File: config.mk
export PLATFORM = sky130hd
export DESIGN_NAME = key_value_field_extractor
export DESIGN_NICKNAME = d
export VERILOG_FILES = /design/src/rtl/kvfe_pkg.sv /design/src/rtl/key_value_field_extractor.sv /design/src/rtl/kvfe_ram.sv /design/src/rtl/kvfe_window.sv /design/src/rtl/kvfe_drain.sv
export VERILOG_INCLUDE_DIRS = /design/src /design/src/rtl
export SDC_FILE = /design/constraint.sdc
export NUM_CORES = 1
export LEC_CHECK = 0
export ABC_AREA = 1
export ABC_CLOCK_PERIOD_IN_PS = 2450
export BUFFER_PORTS_ARGS = -buffer_cell sky130_fd_sc_hd__buf_2
export CAP_MARGIN = 20
export CORE_AREA = 5 5 332 334
export CTS_CLUSTER_SIZE = 28
export DETAILED_ROUTE_END_ITERATION = 8
export DIE_AREA = 0 0 337 339
export SYNTH_ARGS = -nofsm -noshare
export SYNTH_HDL_FRONTEND = slang
export SYNTH_SLANG_ARGS = --single-unit
File: constraint.sdc
create_clock -name clk -period 2.45 [get_ports clk]
set_input_delay 0.1225 -clock clk [delete_from_list [all_inputs] [get_ports clk]]
set_output_delay 0.1225 -clock clk [all_outputs]
set_load 0.02 [all_outputs]
File: src/rtl/key_value_field_extractor_macros.svh
// ----------------------------------------------------------------------------
// key_value_field_extractor_macros
// Assertion macros shared by the key/value extractor RTL.
// ----------------------------------------------------------------------------
`ifndef KEY_VALUE_FIELD_EXTRACTOR_MACROS_SVH
`define KEY_VALUE_FIELD_EXTRACTOR_MACROS_SVH

`ifndef SYNTH
// same-cycle implication
`define KVFE_ASSERT_NOW(lbl, ante, cons, msg) \
	lbl: assert property (@(posedge clk) disable iff (!arst_n) (ante) |-> (cons)) \
		else $error(msg);
// next-cycle implication
`define KVFE_ASSERT_NEXT(lbl, ante, cons, msg) \
	lbl: assert property (@(posedge clk) disable iff (!arst_n) (ante) |=> (cons)) \
		else $error(msg);
`else
`define KVFE_ASSERT_NOW(lbl, ante, cons, msg)
`define KVFE_ASSERT_NEXT(lbl, ante, cons, msg)
`endif

`endif

File: src/rtl/kvfe_pkg.sv
// ----------------------------------------------------------------------------
// kvfe_pkg
// Constants, types and helper functions of the key/value field extractor.
// ----------------------------------------------------------------------------
package kvfe_pkg;

	// sizes
	localparam int KEY_MAX   = 8;
	localparam int VALUE_MAX = 29;
	localparam int LINE_MAX  = 1022;
	localparam int WIN_DEPTH = KEY_MAX + 2;

	localparam int KEY_W   = 64;
	localparam int KLEN_W  = 4;
	localparam int CNT_W   = $clog2(VALUE_MAX + 1);
	localparam int ADDR_W  = (VALUE_MAX > 1) ? $clog2(VALUE_MAX) : 1;
	localparam int READS_W = $clog2(LINE_MAX + 1);
	localparam int KSEL_W  = $clog2(KEY_MAX + 1);

	// register indexes
	localparam logic REG_KEY_CHARS  = 1'b0;
	localparam logic REG_KEY_LENGTH = 1'b1;

	// register reset values
	localparam logic [KEY_W-1:0]  KEY_CHARS_RST  = KEY_W'(12393);
	localparam logic [KLEN_W-1:0] KEY_LENGTH_RST = KLEN_W'(2);

	// characters
	localparam logic [7:0] CH_AMP   = 8'h26;
	localparam logic [7:0] CH_SEMI  = 8'h3B;
	localparam logic [7:0] CH_NL    = 8'h0A;
	localparam logic [7:0] CH_SPACE = 8'h20;
	localparam logic [7:0] CH_QUEST = 8'h3F;
	localparam logic [7:0] CH_EQ    = 8'h3D;

	// capture phases
	localparam logic [1:0] PH_SEARCH  = 2'd0;
	localparam logic [1:0] PH_CAPTURE = 2'd1;
	localparam logic [1:0] PH_DONE    = 2'd2;

	// per-pattern line state
	typedef struct packed {
		logic [1:0]       phase;
		logic [CNT_W-1:0] count;
	} path_t;

	// pattern hits of the window
	typedef struct packed {
		logic amp_hit;
		logic quest_hit;
	} hit_t;

	// line-end request to the drain unit
	typedef struct packed {
		logic             start;
		logic             found;
		logic             sel_amp;
		logic [CNT_W-1:0] cnt;
	} emit_t;

	// key length in use, saturated
	function automatic logic [KSEL_W-1:0] eff_klen(input logic [KLEN_W-1:0] len);
		logic [KSEL_W-1:0] k;
		k = KSEL_W'(len);
		if (int'(len) > KEY_MAX) k = KSEL_W'(KEY_MAX);
		if (int'(k) > 8) k = KSEL_W'(8);
		return k;
	endfunction

	// key character j, zero beyond the register
	function automatic logic [7:0] key_byte(input logic [KEY_W-1:0] key, input int j);
		return 8'(key >> (8 * j));
	endfunction

	// one byte through the capture phase of one pattern
	function automatic path_t path_step(input path_t cur, input logic [7:0] c,
			input logic proc, input logic hit);
		path_t            nxt;
		logic [CNT_W-1:0] inc;
		nxt = cur;
		inc = cur.count + CNT_W'(1);
		if (proc && cur.phase == PH_CAPTURE) begin
			if (c == CH_AMP || c == CH_SEMI) begin
				nxt.phase = PH_DONE;
			end else begin
				nxt.count = inc;
				if (inc >= CNT_W'(VALUE_MAX)) nxt.phase = PH_DONE;
			end
		end
		if (proc && nxt.phase == PH_SEARCH && hit) begin
			nxt.phase = PH_CAPTURE;
			nxt.count = '0;
		end
		return nxt;
	endfunction

endpackage

File: src/rtl/key_value_field_extractor.sv
// ----------------------------------------------------------------------------
// key_value_field_extractor
// Pulls the value of one key out of a received line, query-string style.
//
//   channel  dir  handshake              payload
//   item     in   item_valid/item_stall  rx_byte
//   result   out  res_valid/res_stall    found, has_char, value_char, last
//   config   in   cfg_we                 cfg_index, cfg_data
//
// A byte is taken every cycle while no line is being read out.
// A line end issues one read per value character (one empty slot if the value
// is empty) on the value store RAM, with item_stall high; the next byte goes in after the last read is issued.
// Results leave through an output register after the RAM's registered read;
// result stalls beyond one held transfer stretch the read-out.
// Reset clears all line state at once; value stores need no clearing.
// ----------------------------------------------------------------------------
`include "key_value_field_extractor_macros.svh"

module key_value_field_extractor (
	input  logic                       clk,
	input  logic                       arst_n,
	input  logic                       item_valid,
	output logic                       item_stall,
	input  logic [7:0]                 rx_byte,
	output logic                       res_valid,
	input  logic                       res_stall,
	output logic                       found,
	output logic                       has_char,
	output logic [7:0]                 value_char,
	output logic                       last,
	input  logic                       cfg_we,
	input  logic                       cfg_index,
	input  logic [kvfe_pkg::KEY_W-1:0] cfg_data
);
	import kvfe_pkg::*;

	logic [KEY_W-1:0]   key_chars_q;
	logic [KLEN_W-1:0]  key_length_q;
	path_t              amp_q, quest_q, amp_nx, quest_nx;
	logic [READS_W-1:0] reads_q, reads_inc;

	logic              item_acc, proc, line_end, busy;
	hit_t              hit;
	emit_t             emit;
	logic              amp_we, quest_we, amp_re, quest_re;
	logic [ADDR_W-1:0] raddr;
	logic [7:0]        amp_rdata, quest_rdata;

	// configuration registers
	always_ff @(posedge clk or negedge arst_n) begin
		if (!arst_n) begin
			key_chars_q  <= KEY_CHARS_RST;
			key_length_q <= KEY_LENGTH_RST;
		end else if (cfg_we) begin
			unique case (cfg_index)
				REG_KEY_CHARS:  key_chars_q  <= cfg_data;
				REG_KEY_LENGTH: key_length_q <= cfg_data[KLEN_W-1:0];
				default: ;
			endcase
		end
	end

	// byte classification
	assign item_stall = busy;
	assign item_acc   = item_valid && !item_stall;
	assign proc       = (rx_byte >= CH_SPACE);
	assign reads_inc  = reads_q + READS_W'(1);
	assign line_end   = (rx_byte == CH_NL) || (reads_inc >= READS_W'(LINE_MAX));

	// pattern window
	kvfe_window u_window (
		.clk        (clk),
		.arst_n     (arst_n),
		.shift      (item_acc && proc),
		.clear      (item_acc && line_end),
		.c          (rx_byte),
		.key_chars  (key_chars_q),
		.key_length (key_length_q),
		.hit        (hit)
	);

	// capture phases of both patterns
	assign amp_nx   = path_step(amp_q, rx_byte, proc, hit.amp_hit);
	assign quest_nx = path_step(quest_q, rx_byte, proc, hit.quest_hit);

	always_ff @(posedge clk or negedge arst_n) begin
		if (!arst_n) begin
			amp_q   <= '{phase: PH_SEARCH, count: '0};
			quest_q <= '{phase: PH_SEARCH, count: '0};
			reads_q <= '0;
		end else if (item_acc) begin
			if (line_end) begin
				amp_q   <= '{phase: PH_SEARCH, count: '0};
				quest_q <= '{phase: PH_SEARCH, count: '0};
				reads_q <= '0;
			end else begin
				amp_q   <= amp_nx;
				quest_q <= quest_nx;
				reads_q <= reads_inc;
			end
		end
	end

	// value store writes
	assign amp_we   = item_acc && proc && amp_q.phase == PH_CAPTURE &&
		rx_byte != CH_AMP && rx_byte != CH_SEMI;
	assign quest_we = item_acc && proc && quest_q.phase == PH_CAPTURE &&
		rx_byte != CH_AMP && rx_byte != CH_SEMI;

	kvfe_ram #(.DEPTH(VALUE_MAX), .WIDTH(8)) u_amp_ram (
		.clk   (clk),
		.we    (amp_we),
		.waddr (amp_q.count[ADDR_W-1:0]),
		.wdata (rx_byte),
		.re    (amp_re),
		.raddr (raddr),
		.rdata (amp_rdata)
	);

	kvfe_ram #(.DEPTH(VALUE_MAX), .WIDTH(8)) u_quest_ram (
		.clk   (clk),
		.we    (quest_we),
		.waddr (quest_q.count[ADDR_W-1:0]),
		.wdata (rx_byte),
		.re    (quest_re),
		.raddr (raddr),
		.rdata (quest_rdata)
	);

	// line end: '&' value wins over '?' value
	always_comb begin
		emit.start   = item_acc && line_end;
		emit.sel_amp = (amp_nx.phase != PH_SEARCH);
		emit.found   = (amp_nx.phase != PH_SEARCH) || (quest_nx.phase != PH_SEARCH);
		if (amp_nx.phase != PH_SEARCH) emit.cnt = amp_nx.count;
		else if (quest_nx.phase != PH_SEARCH) emit.cnt = quest_nx.count;
		else emit.cnt = '0;
	end

	kvfe_drain u_drain (
		.clk         (clk),
		.arst_n      (arst_n),
		.emit        (emit),
		.busy        (busy),
		.amp_re      (amp_re),
		.quest_re    (quest_re),
		.raddr       (raddr),
		.amp_rdata   (amp_rdata),
		.quest_rdata (quest_rdata),
		.res_valid   (res_valid),
		.res_stall   (res_stall),
		.found       (found),
		.has_char    (has_char),
		.value_char  (value_char),
		.last        (last)
	);

	// checks
	`KVFE_ASSERT_NEXT(a_stall_after_line_end, item_acc && line_end, item_stall, "no read-out after line end")
	`KVFE_ASSERT_NOW(a_empty_is_last, res_valid && !has_char, last && value_char == 8'h00, "bad empty result")
	`KVFE_ASSERT_NOW(a_no_write_in_drain, busy, !amp_we && !quest_we, "store written during read-out")
	`KVFE_ASSERT_NOW(a_amp_write_in_range, amp_we, amp_q.count < CNT_W'(VALUE_MAX), "amp store overrun")
	`KVFE_ASSERT_NOW(a_quest_write_in_range, quest_we, quest_q.count < CNT_W'(VALUE_MAX), "quest store overrun")

endmodule

File: src/rtl/kvfe_ram.sv
// ----------------------------------------------------------------------------
// kvfe_ram
// Simple dual-port RAM, one write and one registered read port.
// ----------------------------------------------------------------------------
module kvfe_ram #(
	parameter int DEPTH = 29,
	parameter int WIDTH = 8
) (
	input  logic                                        clk,
	input  logic                                        we,
	input  logic [((DEPTH > 1) ? $clog2(DEPTH) : 1)-1:0] waddr,
	input  logic [WIDTH-1:0]                            wdata,
	input  logic                                        re,
	input  logic [((DEPTH > 1) ? $clog2(DEPTH) : 1)-1:0] raddr,
	output logic [WIDTH-1:0]                            rdata
);

	logic [WIDTH-1:0] mem [DEPTH];

	// write port
	always_ff @(posedge clk) begin
		if (we) mem[waddr] <= wdata;
	end

	// read port, registered, holds when idle
	always_ff @(posedge clk) begin
		if (re) rdata <= mem[raddr];
	end

endmodule

File: src/rtl/kvfe_window.sv
// ----------------------------------------------------------------------------
// kvfe_window
// Window of the last kept bytes and the lead+key+'=' pattern compare.
// ----------------------------------------------------------------------------
module kvfe_window (
	input  logic                       clk,
	input  logic                       arst_n,
	input  logic                       shift,
	input  logic                       clear,
	input  logic [7:0]                 c,
	input  logic [kvfe_pkg::KEY_W-1:0]  key_chars,
	input  logic [kvfe_pkg::KLEN_W-1:0] key_length,
	output kvfe_pkg::hit_t             hit
);
	import kvfe_pkg::*;

	logic [7:0]        win_q  [WIN_DEPTH];
	logic [7:0]        win_nx [WIN_DEPTH];
	logic              key_ok    [KEY_MAX+1];
	logic              lead_amp  [KEY_MAX+1];
	logic              lead_ques [KEY_MAX+1];
	logic [KSEL_W-1:0] klen;
	logic              eq_ok;

	// window as it stands once the current byte is in
	always_comb begin
		for (int i = 0; i < WIN_DEPTH - 1; i++) win_nx[i] = win_q[i+1];
		win_nx[WIN_DEPTH-1] = c;
	end

	// compare for every possible key length, then pick one
	always_comb begin
		for (int k = 0; k <= KEY_MAX; k++) begin
			key_ok[k] = 1'b1;
			for (int j = 0; j < k; j++) begin
				if (win_nx[WIN_DEPTH-1-k+j] != key_byte(key_chars, j)) key_ok[k] = 1'b0;
			end
			lead_amp[k]  = (win_nx[WIN_DEPTH-2-k] == CH_AMP);
			lead_ques[k] = (win_nx[WIN_DEPTH-2-k] == CH_QUEST);
		end
	end

	assign klen          = eff_klen(key_length);
	assign eq_ok         = (win_nx[WIN_DEPTH-1] == CH_EQ);
	assign hit.amp_hit   = eq_ok && key_ok[klen] && lead_amp[klen];
	assign hit.quest_hit = eq_ok && key_ok[klen] && lead_ques[klen];

	// shift line, cleared at end of line
	always_ff @(posedge clk or negedge arst_n) begin
		if (!arst_n) begin
			for (int i = 0; i < WIN_DEPTH; i++) win_q[i] <= '0;
		end else if (clear) begin
			for (int i = 0; i < WIN_DEPTH; i++) win_q[i] <= '0;
		end else if (shift) begin
			for (int i = 0; i < WIN_DEPTH; i++) win_q[i] <= win_nx[i];
		end
	end

endmodule

File: src/rtl/kvfe_drain.sv
// ----------------------------------------------------------------------------
// kvfe_drain
// Reads the chosen value store out one character per result.
// ----------------------------------------------------------------------------
module kvfe_drain (
	input  logic                       clk,
	input  logic                       arst_n,
	input  kvfe_pkg::emit_t            emit,
	output logic                       busy,
	output logic                       amp_re,
	output logic                       quest_re,
	output logic [kvfe_pkg::ADDR_W-1:0] raddr,
	input  logic [7:0]                 amp_rdata,
	input  logic [7:0]                 quest_rdata,
	output logic                       res_valid,
	input  logic                       res_stall,
	output logic                       found,
	output logic                       has_char,
	output logic [7:0]                 value_char,
	output logic                       last
);
	import kvfe_pkg::*;

	// read sequencer
	logic              busy_q;
	logic [ADDR_W-1:0] addr_q;
	logic [CNT_W-1:0]  cnt_q;
	logic              sel_amp_q;
	logic              found_q;
	// read stage
	logic              valid_s1, last_s1, found_s1, has_s1, sel_s1;
	// output stage
	logic              valid_s2, last_s2, found_s2, has_s2;
	logic [7:0]        char_s2;

	logic issue, move, last_slot, slot_has;

	assign move      = valid_s1 && (!valid_s2 || !res_stall);
	assign issue     = busy_q && (!valid_s1 || move);
	assign slot_has  = (cnt_q != '0);
	assign last_slot = !slot_has || (CNT_W'(addr_q) + CNT_W'(1) == cnt_q);

	assign busy     = busy_q;
	assign raddr    = addr_q;
	assign amp_re   = issue && slot_has && sel_amp_q;
	assign quest_re = issue && slot_has && !sel_amp_q;

	// sequencer
	always_ff @(posedge clk or negedge arst_n) begin
		if (!arst_n) begin
			busy_q <= 1'b0;
		end else if (emit.start) begin
			busy_q <= 1'b1;
		end else if (issue && last_slot) begin
			busy_q <= 1'b0;
		end
	end

	always_ff @(posedge clk) begin
		if (emit.start) begin
			addr_q    <= '0;
			cnt_q     <= emit.cnt;
			sel_amp_q <= emit.sel_amp;
			found_q   <= emit.found;
		end else if (issue) begin
			addr_q <= addr_q + ADDR_W'(1);
		end
	end

	// read stage: memory data arrives with these marks
	always_ff @(posedge clk or negedge arst_n) begin
		if (!arst_n) begin
			valid_s1 <= 1'b0;
		end else if (issue) begin
			valid_s1 <= 1'b1;
		end else if (move) begin
			valid_s1 <= 1'b0;
		end
	end

	always_ff @(posedge clk) begin
		if (issue) begin
			last_s1  <= last_slot;
			found_s1 <= found_q;
			has_s1   <= slot_has;
			sel_s1   <= sel_amp_q;
		end
	end

	// output register
	always_ff @(posedge clk or negedge arst_n) begin
		if (!arst_n) begin
			valid_s2 <= 1'b0;
		end else if (move) begin
			valid_s2 <= 1'b1;
		end else if (!res_stall) begin
			valid_s2 <= 1'b0;
		end
	end

	always_ff @(posedge clk) begin
		if (move) begin
			last_s2  <= last_s1;
			found_s2 <= found_s1;
			has_s2   <= has_s1;
			if (!has_s1) char_s2 <= '0;
			else char_s2 <= sel_s1 ? amp_rdata : quest_rdata;
		end
	end

	assign res_valid  = valid_s2;
	assign found      = found_s2;
	assign has_char   = has_s2;
	assign value_char = char_s2;
	assign last       = last_s2;

endmodule
==> impl_metrics.yaml <==
critical_path:
  worst_path_max_delay_cell: "dfrtp_1"
  critPathLaunchType: "register"
  critical_path.top_delay_family: "simple AND/OR/NAND/NOR gates"
  worst-path-max-fanout: 8
  critical_path_required_ps: 2820
  worst-path-buf-inv: 1
  cp-end-kind: "register"
  crit_type: "reg2reg"
  cp_slowest_stage_delay_ps: 530
  cp_cell_sequence: "buf_4, xor2_1, nor2_1, nand2_1, nor2_2, nand2_1, nor2_2, nor2_1, nor2_1, nand2_1, nand2_4, nand3_4, nand3_4, o21ai_1"
  crit_arrival_ps: 2860
clock_tree:
  cts_root_buffer: "clkbuf_16"
  clkTransAtPathRegs_ps: 70
  numCtsBuffers: 74
  clock_path_buffers: 3
  clkLatencyLatePin_ps: 640
  cts_tree: "yes"
  htreeDepth: 3
  cts_sinks: 674
sta:
  fin_crit_sh_pct: 102
  tightest_slew_ps: 786
  rsz0062_at_grt: "true"
  final_hold_viol_count: 0
  setup_viol: 6
  fin_setup_tns_ps: -211
  skew_ps: 36.7
  min_period_ps: 2500
  slew_headroom_pct: 47.6
  fin_ws_ps: -46.8
  slew_violations: 0
  fmax_ghz: 0.401
routing:
  detail_route.wl_per_cell_um: 22.3
  wl_um: 116000
  vias_per_cell: 5.10
  ant_nets: 0
  drt-pass1-iter-count: 6
  drcViolationCount: 0
  drt_iter0_drc: 2955
  vias: 26500
job:
  drv_cap: 0
final_layout:
  insertedDiodeCount: 0
  drive_gt1_share_pct: 20.9
  final_cell_mix: "544 x nor2_1, 521 x nand2_1, 502 x edfxtp_1"
  layout_commonest_cell: "nor2_1"
  final_cells: 5183
  nNetsFinal: 3812
  area_growth_pct: 26.4
synth:
  synthArstFlopShare_pct: 24.8
  synth_edf_count: 502
  synth_cell_types: 47
  ys_seq_area_share_pct: 60.9
  synth_flop_cell: "edfxtp_1"
  synth_nets: 3318
  synth_cells: 3228
  avgSynthCellArea_um2: 9.86
  syn_area_um2: 31800
  synth_warnings: 0
  ys_seq_elements: 674
global_route:
  grt_pass1_wl_um: 170000
  grt_util_all_layers_pct: 19.8
  grt_start_max_net_pins: 68
  antenna_found_initial: 0
  grt_pass1_vias: 25600
  grt_overflow: 0
floorplanning:
  die_h_um: 339
  coreArea_um2: 107000
  rows: 120
  start_util_pct: 29.8
  io_pins: 91
  dieArea_um2: 114000
  die_w_um: 337
power:
  ir_drop_uv: 596
  power_density_nw_per_um2: 1000
  p_leak_nw: 15.6
hold_path:
  worst_hold_path_type: "in2reg"
placement:
  dp_hpwl_um: 82300
  pre_cts_slack_ps: -355
  portBuffers: 90
  gp_congestion: 1.05
  dp_cells: 4973
outcome:
  status: "finished, violations left"
  failed_checks: "setup timing"
Yosys cell counts, types with 7 or more instances:
master | number | share of area (%)
nor4_1 | 9 | 0.18
inv_1 | 176 | 2.1
mux2_2 | 10 | 0.35
dfrtp_1 | 160 | 13
o211ai_1 | 29 | 0.68
xnor2_1 | 39 | 1.1
a21oi_1 | 61 | 0.96
o21ai_0 | 403 | 6.3
dfstp_2 | 7 | 0.58
o221ai_1 | 69 | 1.9
a31oi_1 | 16 | 0.31
buf_4 | 26 | 0.61
o21ai_2 | 30 | 0.83
ha_1 | 12 | 0.47
a32oi_1 | 11 | 0.30
nand2_1 | 529 | 6.2
nor3_1 | 28 | 0.44
nand3_1 | 151 | 2.4
o21ai_1 | 14 | 0.22
edfxtp_1 | 502 | 47
clkbuf_2 | 7 | 0.11
nor2_1 | 559 | 6.6
buf_2 | 50 | 0.79
inv_2 | 13 | 0.15
o22ai_1 | 57 | 1.1
nand4_1 | 43 | 0.85
clkbuf_1 | 106 | 1.3
xor2_1 | 62 | 1.7
flip-flops by register name (all words and copies together) (netlist names), 8 cells and up:
signal / flops
u_window.win_nx: 72
key_chars_q: 64
u_quest_ram.rdata: 8
reads_q: 10
u_quest_ram.mem: 232
u_amp_ram.mem: 232
u_amp_ram.rdata: 8
u_drain.value_char: 8
area by class of cell:
type,count,area [um2]
clock buffer,90,1940
clock inverter,44,400
fill,10600,66400
inverter,192,733
multi-input combinational,2162,10900
sequential,674,19400
tap,1403,1760
timing repair buffer,618,5050
final timing paths:
check,cells after the start,endpoint,from,slack [ps]
max,14,u_drain.cnt_q[4],u_window.win_nx[43],-50
min,2,u_quest_ram.mem[5][3],rx_byte[3],70
max reg2reg,14,u_drain.cnt_q[4],u_window.win_nx[43],-50
min reg2reg,0,u_drain.found_s1,u_drain.found_q,430
max in group asynchronous,3,u_drain.busy,arst_n,1500
min in group asynchronous,2,key_chars_q[56],arst_n,120
through the flow:
stage	area [um2]	hold slack (ps)	util [%]	power, W
floorplan	31800	-173	-	0.0220
global placement	36900	226	34.6	0.0291
detailed placement	36900	232	34.6	0.0291
CTS	40000	31.7	37.6	0.0402
global route	40200	53.0	37.7	0.0422
finish	40200	74.3	37.7	0.0403
worst reg2reg max path, cell delays in order (launching register included):
cell     delay [ps]
dfrtp_1         530
buf_4           240
xor2_1          160
nor2_1          110
nand2_1          70
nor2_2          190
nand2_1          90
nor2_2          140
nor2_1           50
nor2_1           90
nand2_1         100
nand2_4         120
nand3_4         130
nand3_4         120
o21ai_1          90
cells by family after synthesis:
group / share of synthesized area, %
DFF: 60.9
and+or+nand+nor: 17.0
buffers and inverters: 5.40
adders and majority gates: 0.472
AOI/OAI and AO/OA: 13.1
xor gates and xnor gates: 2.78
muxes: 0.385
metal layers:
metal  part of all wire, %  up-vias  GRT usage (%)
li1                      -    12200              -
met5                     0        -              0
met4                   3.8        0           7.02
met1                    43    12900           27.7
met2                    45     1150           31.1
met3                   7.4      239           3.18
what timing repair did:
action                                 CTS  global route
endpoints found under the hold margin  127             0
resized for setup                       28            44
setup buffers                            4             3
setup endpoints to repair               19            65
pin swaps                                6            18
hold buffers                            70             0
power breakdown:
part / switching [W] / internal [W]
sequential: 0.000970 / 0.0133
clock: 0.00475 / 0.00614
combinational: 0.00975 / 0.00544
total: 0.0155 / 0.0249
Note: power is estimated with default switching activity, not from simulation.
